### src/rtl/hsc_pkg.sv
// ----------------------------------------------------------------------------
// hsc_pkg
// shared constants and types of the five-point heat stencil stream
// ----------------------------------------------------------------------------
package hsc_pkg;

	// grid geometry
	localparam int MAX_WIDTH  = 1024;
	localparam int COL_W      = $clog2(MAX_WIDTH);
	localparam int GW_W       = 11;
	localparam int GH_W       = 16;
	localparam int ROW_W      = 16;
	localparam int MIN_DIM    = 3;
	localparam int RESET_DIM  = 1024;

	// sample datapath
	localparam int SAMPLE_W   = 32;
	localparam int SUM_W      = SAMPLE_W + 3;

	// configuration port
	localparam int CFG_IDX_W  = 8;
	localparam int CFG_DATA_W = 16;
	localparam logic [CFG_IDX_W-1:0] CFG_GRID_WIDTH  = CFG_IDX_W'(0);
	localparam logic [CFG_IDX_W-1:0] CFG_GRID_HEIGHT = CFG_IDX_W'(1);

	// front to back queue
	localparam int Q_DEPTH    = 4;
	localparam int QPTR_W     = $clog2(Q_DEPTH);
	localparam int QCNT_W     = $clog2(Q_DEPTH + 1);

	// one queued entry: the stencil result and, on the last row, the copy of the input
	typedef struct packed {
		logic signed [SAMPLE_W-1:0] value;
		logic signed [SAMPLE_W-1:0] copy_value;
		logic [COL_W-1:0]           column;
		logic [ROW_W-1:0]           row;
		logic                       two;
		logic                       frame_end;
	} q_entry_t;

endpackage

### src/rtl/hsc_back.sv
// ----------------------------------------------------------------------------
// hsc_back
// result stage, expands a queued entry into one or two results
// ----------------------------------------------------------------------------
module hsc_back import hsc_pkg::*; (
	input  logic                        clk,
	input  logic                        arst_n,
	input  q_entry_t                    q_dout,
	input  logic                        q_empty,
	output logic                        q_pop,
	output logic                        empty,
	input  logic                        pop,
	output logic signed [SAMPLE_W-1:0]  cell_value,
	output logic [COL_W-1:0]            cell_column,
	output logic [ROW_W-1:0]            cell_row,
	output logic                        frame_end
);

	q_entry_t ent_q;
	logic     out_valid_q;
	logic     second_q;
	logic     last;
	logic     advance;

	assign last    = !ent_q.two || second_q;
	assign advance = !out_valid_q || (pop && last);
	assign q_pop   = advance && !q_empty;

	always_ff @(posedge clk or negedge arst_n) begin
		if (!arst_n) begin
			out_valid_q <= 1'b0;
			second_q    <= 1'b0;
		end else if (advance) begin
			out_valid_q <= !q_empty;
			second_q    <= 1'b0;
		end else if (pop) begin
			second_q    <= 1'b1;
		end
	end

	always_ff @(posedge clk) begin
		if (q_pop) begin
			ent_q <= q_dout;
		end
	end

	assign empty       = !out_valid_q;
	assign cell_value  = second_q ? ent_q.copy_value : ent_q.value;
	assign cell_column = ent_q.column;
	assign cell_row    = ent_q.row + ROW_W'(second_q);
	assign frame_end   = second_q && ent_q.frame_end;

endmodule

### config.mk
export PLATFORM = sky130hd
export DESIGN_NAME = hsc_back
export DESIGN_NICKNAME = d
export VERILOG_FILES = /design/src/rtl/hsc_pkg.sv /design/src/rtl/hsc_back.sv
export SDC_FILE = /design/constraint.sdc
export NUM_CORES = 1
export LEC_CHECK = 0
export BUFFER_PORTS_ARGS = -buffer_cell sky130_fd_sc_hd__buf_4
export CAP_MARGIN = 20
export CORE_MARGIN = 10
export CORE_UTILIZATION = 45
export CTS_CLUSTER_SIZE = 12
export DETAILED_ROUTE_END_ITERATION = 6
export PLACE_DENSITY = 0.87
export SETUP_SLACK_MARGIN = 0.3
export SLEW_MARGIN = 30
export SYNTH_ARGS = -nofsm -noshare
export SYNTH_HDL_FRONTEND = slang
export SYNTH_SLANG_ARGS = --single-unit
### constraint.sdc
create_clock -name clk -period 7.24 [get_ports clk]
set_clock_uncertainty 0.1 [all_clocks]
set_input_delay 0.724 -clock clk [delete_from_list [all_inputs] [get_ports clk]]
set_output_delay 0.724 -clock clk [all_outputs]
set_load 0.01 [all_outputs]
==> impl_metrics.env <==
export IMPL_portBuffers=156
export IMPL_drive_gt1_share_pct=58.4
export IMPL_ctsHtreeMaxLevel=3
export IMPL_dp_cells=438
export IMPL_critPathKind="flip-flop to primary output"
export IMPL_io_pins=157
export IMPL_cp_max_fo=36
export IMPL_post_cts_resized=0
export IMPL_rsz0062_at_grt="false"
export IMPL_max_slew_worst_pin_slew_ns=0.798
export IMPL_drc=0
export IMPL_finalHoldViolCount=0
export IMPL_fillers=554
export IMPL_ys_top_cells_by_area="edfxtp_1 (76%), mux2_2 (9.9%), xor2_1 (2.4%)"
export IMPL_synth_distinct_cells=23
export IMPL_ant_nets=0
export IMPL_clkSinkCount=94
export IMPL_drv_cap=0
export IMPL_drt_first_pass_iters=4
export IMPL_drt_initial_drc_count=85
export IMPL_rows=32
export IMPL_cts_root_buf="clkbuf_8"
export IMPL_min_path_type="input port to asynchronous set/reset pin"
export IMPL_clock_latency_ns=0.35
export IMPL_power_density_nw_per_um2=235
export IMPL_cp_end_kind="primary output"
export IMPL_hpwlAfterDp_um=6380
export IMPL_cp_arrival_ns=2.09
export IMPL_cp_start_kind="flip-flop"
export IMPL_seq_area_um2=2810
export IMPL_wirelength_um=8270
export IMPL_slew_viol_final=0
export IMPL_timing_fmax_mhz=343
export IMPL_netlist_area_um2=3630
export IMPL_layout_cells_non_filler=453
export IMPL_routed_via_density=4.75
export IMPL_path_clk_slew_ns=0.08
export IMPL_required_ns=6.42
export IMPL_fin_tns_setup_ns=0
export IMPL_area_growth_pct=39.5
export IMPL_via_count=2152
export IMPL_setup_viol=0
export IMPL_clockBufferDepth=2
export IMPL_ir_drop_v=0.000148
export IMPL_diodes=0
export IMPL_cts_tree="yes"
export IMPL_grt_pass1_vias=2345
export IMPL_fin_nets=446
export IMPL_leakagePower_uw=0.00201
export IMPL_synth_seq_cells=94
export IMPL_fp_dieH_um=110
export IMPL_synth_top_area_share_pct=76.1
export IMPL_antenna_found_initial=0
export IMPL_finalCritPeriodShare_pct=40.2
export IMPL_gr_total_overflow=0
export IMPL_dieWidth_um=110
export IMPL_design_core_area_um2=7810
export IMPL_ys_seq_area_share_pct=77.5
export IMPL_initial_core_util_pct=46.5
export IMPL_multi_input_area_um2=719
export IMPL_cts_made_buffers=9
export IMPL_gp_congestion=0.772
export IMPL_grtUsageTotal_pct=13.5
export IMPL_outcome="completed"
export IMPL_grt_max_degree=93
export IMPL_slew_headroom_pct=46.8
export IMPL_holdBufCountCts=0
export IMPL_period_minus_slack_ns=2.91
export IMPL_synthesis_nets=292
export IMPL_synth_area_per_cell_um2=18.8
export IMPL_syn_inst=193
export IMPL_reg2reg_depth=5
export IMPL_synth_warnings=0
export IMPL_grt_first_pass_wirelength_um=12200
export IMPL_wl_per_cell_um=18.3
export IMPL_r2r_start="second_q$_DFFE_PN0P_"
export IMPL_cts_setup_buffers=0
export IMPL_dieArea_um2=12100
export IMPL_yosysTopAreaCell="edfxtp_1"
export IMPL_crit_start="second_q$_DFFE_PN0P_"
cells in the final DEF, fill, tap and decap left out, drive strengths merged, types with 3 or more instances in the layout:
cell type,n
ha,3
nand3,6
inv,3
mux2,32
nand4,4
nor3,3
edfxtp,92
nand2,4
nor2,5
buf,158
nor4,4
xnor2,4
xor2,10
clkbuf,10
kinds of logic (layout without fill, tap and decap cells):
kind of cell / after synthesis / count (layout) / share of synthesized area (%)
adder cells (fa/ha/maj): 3 / 3 / 1.03
multiplexers: 33 / 33 / 10.2
XOR/XNOR: 14 / 14 / 3.38
AO/OA/AOI/OAI: 2 / 2 / 0.413
flip-flops: 94 / 94 / 77.5
buffers and inverters: 18 / 176 / 3.03
AND/OR/NAND/NOR: 29 / 29 / 4.48
critical path, cell delays in order (launching register included):
cell and delay, ns:
dfrtp_1 0.37, buf_4 0.41, ha_1 0.23, nand3_1 0.14, nor4_1 0.28, xnor2_1 0.17, buf_4 0.14
where the power goes:
part           internal (uW)  switching, uW  leakage, uW  total (uW)
combinational            103           81.0      0.00103         184
sequential               639           12.3     0.000885         651
clock                    190            164    0.0000974         354
sequential cells by signal, summed over array words and instances, names as in the netlist:
register,cells
ent_q,82
cell_column,10
out_valid_q,1
second_q,1
per-layer routing:
metal	GRT usage (%)	vias to the layer above	share of wire (%)
met3	6.55	10	10
li1	-	1027	-
met2	23.2	94	53
met4	5.02	0	1.4
met5	0	-	0
met1	13.9	1021	35
final timing paths:
check | slack, ns | end
setup / recovery | 4.33 | cell_row[13]
hold / removal | 0.04 | out_valid_q$_DFFE_PN0N_
setup reg to reg | 4.75 | ent_q[82]$_DFFE_PP_
hold reg to reg | 0.50 | out_valid_q$_DFFE_PN0N_
max in group asynchronous | 6.92 | second_q$_DFFE_PN0P_
min in group clk | 0.44 | ent_q[47]$_DFFE_PP_
synth_stat cells:
cell and instances:
nand4_4 1, xnor2_1 4, nor4_1 4, edfxtp_1 92, inv_1 3, ha_1 3
dfrtp_1 2, a21bo_2 1, clkbuf_1 1, mux2_2 32, nor2_1 5, a21oi_1 1
nor2b_1 1, xor2_1 10, nand3_1 6, and2_1 1, buf_2 4, nand4_1 3
nor3_1 3, buf_4 10, nand2_1 4, nand2b_1 1, mux2i_1 1
layout make-up:
type	count	share of cell area (%)
flip-flops and latches	94	55.5
repair buffers	158	23.5
clock inverters	5	1.48
well taps	102	2.52
clock buffers	10	2.52
multi-input cells	81	14.2
inverters	3	0.222
stage by stage:
step                utilization (%)  power (uW)  hold slack, ns  setup WS, ns  area [um2]
floorplan                         -         751           0.328         0.968        3630
global placement               62.2         848           0.411          4.67        4860
detailed placement             62.3         853           0.408          4.67        4860
CTS                            64.9        1200          0.0257          4.28        5060
global route                   64.9        1240          0.0170          4.15        5060
finish                         64.9        1190          0.0393          4.33        5060
Power figures use the tool's default switching activity.
