===== src/rtl/hsc_pkg.sv =====
// ----------------------------------------------------------------------------
// hsc_pkg
// shared constants and types of the five-point heat stencil stream
// ----------------------------------------------------------------------------
package hsc_pkg;

	// grid geometry
	localparam int MAX_WIDTH  = 1024;
	localparam int COL_W      = $clog2(MAX_WIDTH);
	localparam int GW_W       = 11;
	localparam int GH_W       = 16;
	localparam int ROW_W      = 16;
	localparam int MIN_DIM    = 3;
	localparam int RESET_DIM  = 1024;

	// sample datapath
	localparam int SAMPLE_W   = 32;
	localparam int SUM_W      = SAMPLE_W + 3;

	// configuration port
	localparam int CFG_IDX_W  = 8;
	localparam int CFG_DATA_W = 16;
	localparam logic [CFG_IDX_W-1:0] CFG_GRID_WIDTH  = CFG_IDX_W'(0);
	localparam logic [CFG_IDX_W-1:0] CFG_GRID_HEIGHT = CFG_IDX_W'(1);

	// front to back queue
	localparam int Q_DEPTH    = 4;
	localparam int QPTR_W     = $clog2(Q_DEPTH);
	localparam int QCNT_W     = $clog2(Q_DEPTH + 1);

	// one queued entry: the stencil result and, on the last row, the copy of the input
	typedef struct packed {
		logic signed [SAMPLE_W-1:0] value;
		logic signed [SAMPLE_W-1:0] copy_value;
		logic [COL_W-1:0]           column;
		logic [ROW_W-1:0]           row;
		logic                       two;
		logic                       frame_end;
	} q_entry_t;

endpackage


===== src/rtl/hsc_queue.sv =====
// ----------------------------------------------------------------------------
// hsc_queue
// short register queue between the stencil front and the result back
// ----------------------------------------------------------------------------
module hsc_queue import hsc_pkg::*; (
	input  logic              clk,
	input  logic              arst_n,
	input  logic              q_push,
	input  q_entry_t          q_din,
	input  logic              q_pop,
	output q_entry_t          q_dout,
	output logic              q_empty,
	output logic [QCNT_W-1:0] q_count
);

	q_entry_t          mem_q [Q_DEPTH];
	logic [QPTR_W-1:0] wr_ptr_q;
	logic [QPTR_W-1:0] rd_ptr_q;
	logic [QCNT_W-1:0] count_q;

	always_ff @(posedge clk) begin
		if (q_push) begin
			mem_q[wr_ptr_q] <= q_din;
		end
	end

	always_ff @(posedge clk or negedge arst_n) begin
		if (!arst_n) begin
			wr_ptr_q <= '0;
			rd_ptr_q <= '0;
			count_q  <= '0;
		end else begin
			if (q_push) begin
				wr_ptr_q <= wr_ptr_q + QPTR_W'(1);
			end
			if (q_pop) begin
				rd_ptr_q <= rd_ptr_q + QPTR_W'(1);
			end
			unique case ({q_push, q_pop})
				2'b10:   count_q <= count_q + QCNT_W'(1);
				2'b01:   count_q <= count_q - QCNT_W'(1);
				default: count_q <= count_q;
			endcase
		end
	end

	assign q_dout  = mem_q[rd_ptr_q];
	assign q_empty = (count_q == '0);
	assign q_count = count_q;

endmodule


===== config.mk =====
export PLATFORM = sky130hd
export DESIGN_NAME = hsc_queue
export DESIGN_NICKNAME = d
export VERILOG_FILES = /design/src/rtl/hsc_pkg.sv /design/src/rtl/hsc_queue.sv
export SDC_FILE = /design/constraint.sdc
export NUM_CORES = 1
export LEC_CHECK = 0
export BUFFER_PORTS_ARGS = -buffer_cell sky130_fd_sc_hd__buf_4
export CAP_MARGIN = 20
export CORE_UTILIZATION = 45
export CTS_CLUSTER_SIZE = 12
export DETAILED_ROUTE_END_ITERATION = 10
export PLACE_DENSITY = 0.68
export SYNTH_ARGS = -nofsm -noshare
export SYNTH_HDL_FRONTEND = slang
export SYNTH_SLANG_ARGS = --single-unit

===== constraint.sdc =====
create_clock -name clk -period 3.2 [get_ports clk]
set_input_delay 0 -clock clk [delete_from_list [all_inputs] [get_ports clk]]
set_output_delay 0 -clock clk [all_outputs]
set_load 0.01 [all_outputs]

==> impl_results.md, run 1 <==
- Status: finished, final reports clean
- Layout fillers: 2,135
- # port buffers: 191
- Setup violators final: 0
- Pleak: 6.16 nW
- Worst Path Required: 3.20 ns
- Cell area power density: 881 nW/um2
- CTS max path bufs: 3
- Startpoint types: register
- Via/cell ratio: 5.21
- DRC Markers: 0
- Core area: 29,800 um2
- Slew @ Worst Pin: 0.778 ns
- Most frequent cell after synthesis: edfxtp_1
- Row count: 63
- Ys Warns: 0
- Peak supply drop: 1.01 mV
- Setup crit end kind: output port
- CP Class: register to output port
- Final worst-path cycle share: 75.6%
- Clock buffer count from CTS: 39
- Die Area: 31,200 um2
- WL/cell: 21.4 um
- Pin count of the biggest net entering global routing: 92
- HPWL after DPL: 15,700 um
- Seq/Total Area, Yosys: 81.7%
- Clk_skew: 0.00823 ns
- Post_cts resized: 0
- Max cap viols: 0
- Final min period: 2.42 ns
- Vias in the first global route: 7,291
- Crit path largest cell delay: 0.63 ns
- Iter 0 DRT Violations: 384
- Initial Utilization: 46.1%
- Fin. max-slew vios: 0
- Hold depth: 2
- Die height: 177 um
- Slew HR: 48.1%
- Post-synthesis to final-layout area growth: 29.2%
- Clock-pin slew on the worst setup and hold paths: 0.06 ns
- Simple-gate share of the synthesized area: 0.328%
- Adder-Cell Fraction of Synth Area: 0.601%
- Post-synth EDFFs: 368
- Post-layout util: 59.5%
- Htree depth: 2
- # nets final: 941
- Gpl congestion: 0.732
- Post-Syn Instances: 517
- Max Fclk: 413 MHz
- Post-synthesis mux area share: 15.1%
- TNS Setup: 0 ns
- FF-to-FF path depth: 4
- Area leader, netlist: edfxtp_1
- DR pass1 iterations: 6
- Distinct cells, synth: 18
- Slowest cell on crit path: mux4_2
- Post-synth top cells: edfxtp_1, mux4_2, buf_2
- Root Driver: clkbuf_16
- Area contributors post-synth: edfxtp_1, mux4_2, dfrtp_1
- Syn nets: 619
- Crit path to: q_dout[32]
- Initial antenna violation count: 1
- Die width: 177 um
- Worst-Skew Late Latency: 0.51 ns
- Primary FF master, synth: edfxtp_1
- Routed WL: 26,700 um
- Post-CTS setup buffers: 0
- Hold Violations, Final: 0
- Crit path cell chain: buf_12, mux4_2, buf_4
- TritonCTS clock tree: yes
- Via count: 6,502
- Worst EP arrival: 2.42 ns
- Critical Path Source: rd_ptr_q[0]
- Antenna-violating nets left: 0
- Yosys reg bits: 375
- # IOs: 192
- Area share of xor/xnor cells in the synthesized design: 0.383%
- Max FO, Critical Path: 91
- FFs w/ async S/R, synth: 1.87%
- Crit Reg-Reg Startpoint: wr_ptr_q[0]
- Synthesized area per cell: 26.6 um2
- R2R Setup Slk: 1.26 ns
- Compound-gate portion of the synthesized area: 0.0729%
- Hold Crit Class: input pin to register
- Synth top area share: 80.5%
- RSZ-0062 raised after global routing: false
- GRT Total Usage: 17.6%
- GRT overflow: 0
- Layout cells sized above 1: 41.3%
- Combinational family with the most area after synthesis: multiplexers
- R2r endpoint: mem_q[2][35]
- Post-Syn Area: 13,700 um2
- CTS sink cnt: 375
- Global-route wire length before repair: 40,800 um
==> registers in the layout, summed over array words and instances (netlist names) <==
signal / cells
q_count: 3
wr_ptr_q: 2
mem_q: 368
rd_ptr_q: 2
==> cell type report <==
class | count | area [um2] | share of cell area, %
multi-input combinational | 115 | 2270 | 12.8
timing repair buffer | 302 | 2570 | 14.5
clock buffer | 54 | 1120 | 6.34
antenna | 1 | 2.50 | 0.0141
sequential | 375 | 11200 | 63.3
clock inverter | 6 | 27.5 | 0.155
inverter | 6 | 22.5 | 0.127
tap | 390 | 488 | 2.75
==> worst max-delay path, delay by kind of cell (launching register included) <==
kind / cells / cell delay (ns)
mux: 1 / 0.63
buf+inv: 2 / 0.74
flops: 1 / 0.46
==> cell usage in the layout, fill, tap and decap left out <==
cell type / n
edfxtp_1: 368
o21ai_0: 2
xor2_1: 4
fa_1: 1
nor2_1: 1
clkinv_2: 4
diode_2: 1
and2_4: 4
mux4_2: 92
dfrtp_4: 2
dlygate4sd3_1: 96
clkinv_1: 2
buf_12: 5
nand2_1: 3
xnor2_1: 2
buf_4: 201
clkbuf_8: 5
clkbuf_1: 8
dfrtp_1: 5
clkbuf_16: 41
ha_1: 5
nor3_1: 1
inv_1: 6
==> through the flow <==
step / setup WS [ns] / cell area (um2) / power (mW) / std cells / hold WS [ns]
after global routing: 0.625 / 17700 / 16.3 / 1249 / 0.225
after detailed placement: 1.24 / 15600 / 11.7 / 1092 / -0.181
after CTS: 0.721 / 17700 / 15.9 / 1248 / 0.214
final: 0.780 / 17700 / 15.6 / 1249 / 0.235
after floorplan: 0.00803 / 13700 / 9.67 / 517 / -0.296
after global placement: 1.28 / 15600 / 11.5 / 1092 / -0.185
==> routing by layer <==
layer	wire [um]	global-route usage, %	vias to the layer above
met5	0	0	-
met4	624	5.50	0
met3	1550	3.72	47
met2	13700	30.2	219
met1	10800	22.5	3376
li1	-	-	2860
==> where the power goes <==
part           total (mW)  switching [mW]  internal [mW]
clock                4.09            1.66           2.42
sequential           6.75           0.321           6.43
combinational        4.80            2.33           2.46
==> how the worst min path moves through the flow <==
| stage | startpoint | endpoint |
|---|---|---|
| 2_1_floorplan | arst_n | q_count[0] |
| 3_3_place_gp | arst_n | rd_ptr_q[0] |
| 3_5_place_dp | arst_n | rd_ptr_q[0] |
| 4_1_cts | q_din[8] | mem_q[0][8] |
| 5_1_grt | q_din[63] | mem_q[3][63] |
| 6_report | q_din[63] | mem_q[3][63] |
==> timing repair <==
item | in CTS | in global routing
hold buffers | 96 | 0
hold endpoints to repair | 381 | 0
setup endpoints to repair | 0 | 0
==> cell families (layout without fill, tap and decap cells) <==
family	count (synthesis)	in the layout
compound gates	2	2
flops	375	375
simple gates	9	9
other cells	0	1
buf+inv	27	368
xor+xnor	6	6
fa+ha+maj	6	6
mux	92	92
Power figures use the tool's default switching activity.
==> inputs of run 2 (changes only) <==
ABC_AREA = 1   (was unset)
PLACE_DENSITY = 0.67   (was 0.68)
clock period = 2.12 ns   (was 3.2 ns; I/O delays follow)
==> run 2 against run 1 <==
Flip-flop and latch count did not move. Synthesized area is 10% higher. Power is 66% higher. Register-to-register slack worse by 0.71 ns. Clock power is 52% higher. Final cell count rose by 50%. Hold slack worse by 0.0064 ns. Design area is 8.1% higher. Sequential power rose by 50%. Setup slack lost 0.62 ns. Wire length up 13%. Die area grew 10%. Largest power group unchanged.
==> impl_results.md, run 2 <==
- FF/Latch Area: 11,200 um2 (unchanged)
- Register name with the most flops: mem_q (unchanged)
- Die Area: 34,400 um2 (was 31,200 um2)
- Root Driver: clkbuf_16 (unchanged)
- Global-route wire length before repair: 47,100 um (was 40,800 um)
- TritonCTS clock tree: yes (unchanged)
- DP Worst Slack: 0.540 ns (was 1.24 ns)
- Critical Path Source: rd_ptr_q[0] (unchanged)
- GRT Total Usage: 17.8% (was 17.6%)
- Setup crit end kind: output port (unchanged)
- Max reg flops: 368 (unchanged)
- Initial Utilization: 46.1% (about the same)
- Post-synth top cells: edfxtp_1, nand2_1, inv_1 (was edfxtp_1, mux4_2, buf_2)
- Initial antenna violation count: 1 (unchanged)
- Clock-pin slew on the worst setup and hold paths: 0.06 ns (about the same)
- Clock buffer count from CTS: 39 (unchanged)
- Most frequent cell after synthesis: edfxtp_1 (unchanged)
- # IOs: 192 (unchanged)
- Layout cells sized above 1: 19.8% (was 41.3%)
- Final worst-path cycle share: 92.6%
- Net Sw Power: 8.54 mW (was 4.32 mW)
- Post_cts resized: 0 (unchanged)
- Post-layout util: 58.5% (was 59.5%)
- Setup violators final: 0 (unchanged)
- Final min period: 1.96 ns
- GRT overflow: 0 (unchanged)
- P_int: 17.4 mW (was 11.3 mW)
- Max FO, Critical Path: 12 (was 91)
- Worst EP arrival: 1.96 ns (was 2.42 ns)
- Gpl congestion: 0.706 (was 0.732)
- Area of the multi-input gates: 2660 um2 (was 2270 um2)
- RSZ-0062 raised after global routing: false (unchanged)
- Area contributors post-synth: edfxtp_1, o211ai_1, nand2_1 (was edfxtp_1, mux4_2, dfrtp_1)
- Peak supply drop: 0.944 mV (was 1.01 mV)
- Cell area power density: 1350 nW/um2 (was 881 nW/um2)
- Clk_skew: 0.00918 ns (was 0.00823 ns)
- Most common cell after layout, fill and taps aside: edfxtp_1 (unchanged)
- Slew HR: 62.9% (was 48.1%)
- Post-Syn Instances: 1,121 (was 517)
- Final Worst Setup Slack: 0.158 ns (was 0.780 ns)
- WL/cell: 16.1 um (was 21.4 um)
- Clock power frac: 24.0% (was 26.1%)
- Final Hold Slack: 0.229 ns (was 0.235 ns)
- Pin count of the biggest net entering global routing: 78 (was 92)
- Highest-count cells in the layout ignoring fill and taps: edfxtp_1, nand2_1, buf_4 (was edfxtp_1, buf_4, dlygate4sd3_1)
- Slew @ Worst Pin: 0.557 ns (was 0.778 ns)
- Seq/Total Area, Yosys: 74.2% (was 81.7%)
- Layout fillers: 2,536 (was 2,135)
- Post-synthesis to final-layout area growth: 26.8% (was 29.2%)
- Ys Warns: 0 (unchanged)
- Via/cell ratio: 4.84 (was 5.21)
- Htree depth: 2 (unchanged)
- TNS Setup: 0 ns (unchanged)
- Max cap viols: 0 (unchanged)
- FF-to-FF path depth: 4 (unchanged)
- Distinct cells, synth: 18 (unchanged)
- Iter 0 DRT Violations: 490 (was 384)
- Syn nets: 1,223 (was 619)
- Max Fclk: 510 MHz
- Hold Violations, Final: 0 (unchanged)
- Fin. max-slew vios: 0 (unchanged)
- Synthesized area per cell: 13.5 um2 (was 26.6 um2)
- Crit path to: q_dout[13] (was q_dout[32])
- HPWL after DPL: 17,000 um (was 15,700 um)
- Die height: 185 um (was 177 um)
- Hold Crit Class: input pin to register (unchanged)
- CTS sink cnt: 375 (unchanged)
- Crit Reg-Reg Startpoint: wr_ptr_q[0] (unchanged)
- # nets final: 1,514 (was 941)
- DR pass1 iterations: 5 (was 6)
- Primary FF master, synth: edfxtp_1 (unchanged)
- Synth top area share: 73.0% (was 80.5%)
- Worst-Skew Late Latency: 0.51 ns (about the same)
- Pleak: 7.63 nW (was 6.16 nW)
- Power Total: 25.9 mW (was 15.6 mW)
- CP Class: register to output port (unchanged)
- Die width: 185 um (was 177 um)
- Switching share of power: 32.9% (was 27.6%)
- R2R Setup Slk: 0.55 ns (was 1.26 ns)
- Post-Syn Area: 15,100 um2 (was 13,700 um2)
- # port buffers: 191 (unchanged)
- Post-synth EDFFs: 368 (unchanged)
- CTS max path bufs: 3 (unchanged)
- FFs w/ async S/R, synth: 1.87% (unchanged)
- R2r endpoint: mem_q[3][32] (was mem_q[2][35])
- Row count: 66 (was 63)
- Combinational power share: 36.9% (was 30.7%)
- Yosys reg bits: 375 (unchanged)
- Via count: 9,094 (was 6,502)
- Vias in the first global route: 9,049 (was 7,291)
- Flop pwr share: 39.1% (was 43.2%)
- Routed WL: 30,200 um (was 26,700 um)
- Status: finished, final reports clean (unchanged)
- Worst Path Required: 2.12 ns (was 3.20 ns)
- Antenna-violating nets left: 0 (unchanged)
- Core area: 32,800 um2 (was 29,800 um2)
- DRC Markers: 0 (unchanged)
- Startpoint types: register (unchanged)
- Area leader, netlist: edfxtp_1 (unchanged)
==> run 2: cell families (layout without fill, tap and decap cells) <==
group,count (synthesis),after routing,share of synthesized area [%]
flops,375,375,74.2
simple gates,290,290,7.23
buf+inv,260,575,8.36
compound gates,186,186,9.43
fa+ha+maj,6,6,0.546
xor+xnor,4,4,0.232
other cells,0,1,0
==> run 2: timing repair <==
action                     in CTS  in global routing
hold buffers                   96                  0
setup buffers                   1                  1
cloned                          0                  0
hold endpoints to repair      382                  0
setup endpoints to repair       1                  1
==> run 2: area by class of cell <==
| cell class | count | area share [%] |
|---|---|---|
| antenna | 1 | 0.0130 |
| timing repair buffer | 312 | 14.7 |
| clock buffer | 58 | 5.73 |
| tap | 442 | 2.88 |
| inverter | 198 | 3.97 |
| multi-input combinational | 486 | 13.8 |
| sequential | 375 | 58.6 |
| clock inverter | 7 | 0.294 |
==> run 2: worst min path at each step <==
stage                   end  startpoint  cells past startpoint
2_1_floorplan    q_count[0]      arst_n                      0
3_3_place_gp     q_count[0]      arst_n                      1
3_5_place_dp     q_count[0]      arst_n                      1
4_1_cts        mem_q[2][25]   q_din[25]                      2
5_1_grt        mem_q[3][58]   q_din[58]                      2
6_report       mem_q[2][25]   q_din[25]                      2
==> run 2: routing by layer <==
metal	global-route usage (%)	part of all wire [%]
met2	30.3	49
met5	0	0.040
met1	23.5	44
met4	5.06	2.0
met3	3.15	5.3
==> run 2: per-stage QoR <==
step                      area, um2  std cells
after global routing          19200       1878
after global placement        17000       1715
after CTS                     19200       1877
after floorplan               15200       1121
final                         19200       1879
after detailed placement      17000       1715
==> run 2: worst max-delay path, cell delays in order, from the launching register on <==
cell and delay (ns):
dfrtp_4 0.66, buf_6 0.22, buf_4 0.19, nand2_1 0.07, o211ai_1 0.08, nand2_1 0.08
buf_4 0.15
==> run 2: power groups by stage <==
| stage | Sequential [mW] | Clock (mW) | Combinational (mW) |
|---|---|---|---|
| floorplan | 10.2 | 0 | 5.80 |
| global placement | 10.3 | 0 | 9.26 |
| detailed placement | 10.4 | 0 | 9.41 |
| CTS | 10.2 | 6.37 | 9.69 |
| global route | 10.3 | 6.68 | 10.6 |
| finish | 10.1 | 6.22 | 9.56 |
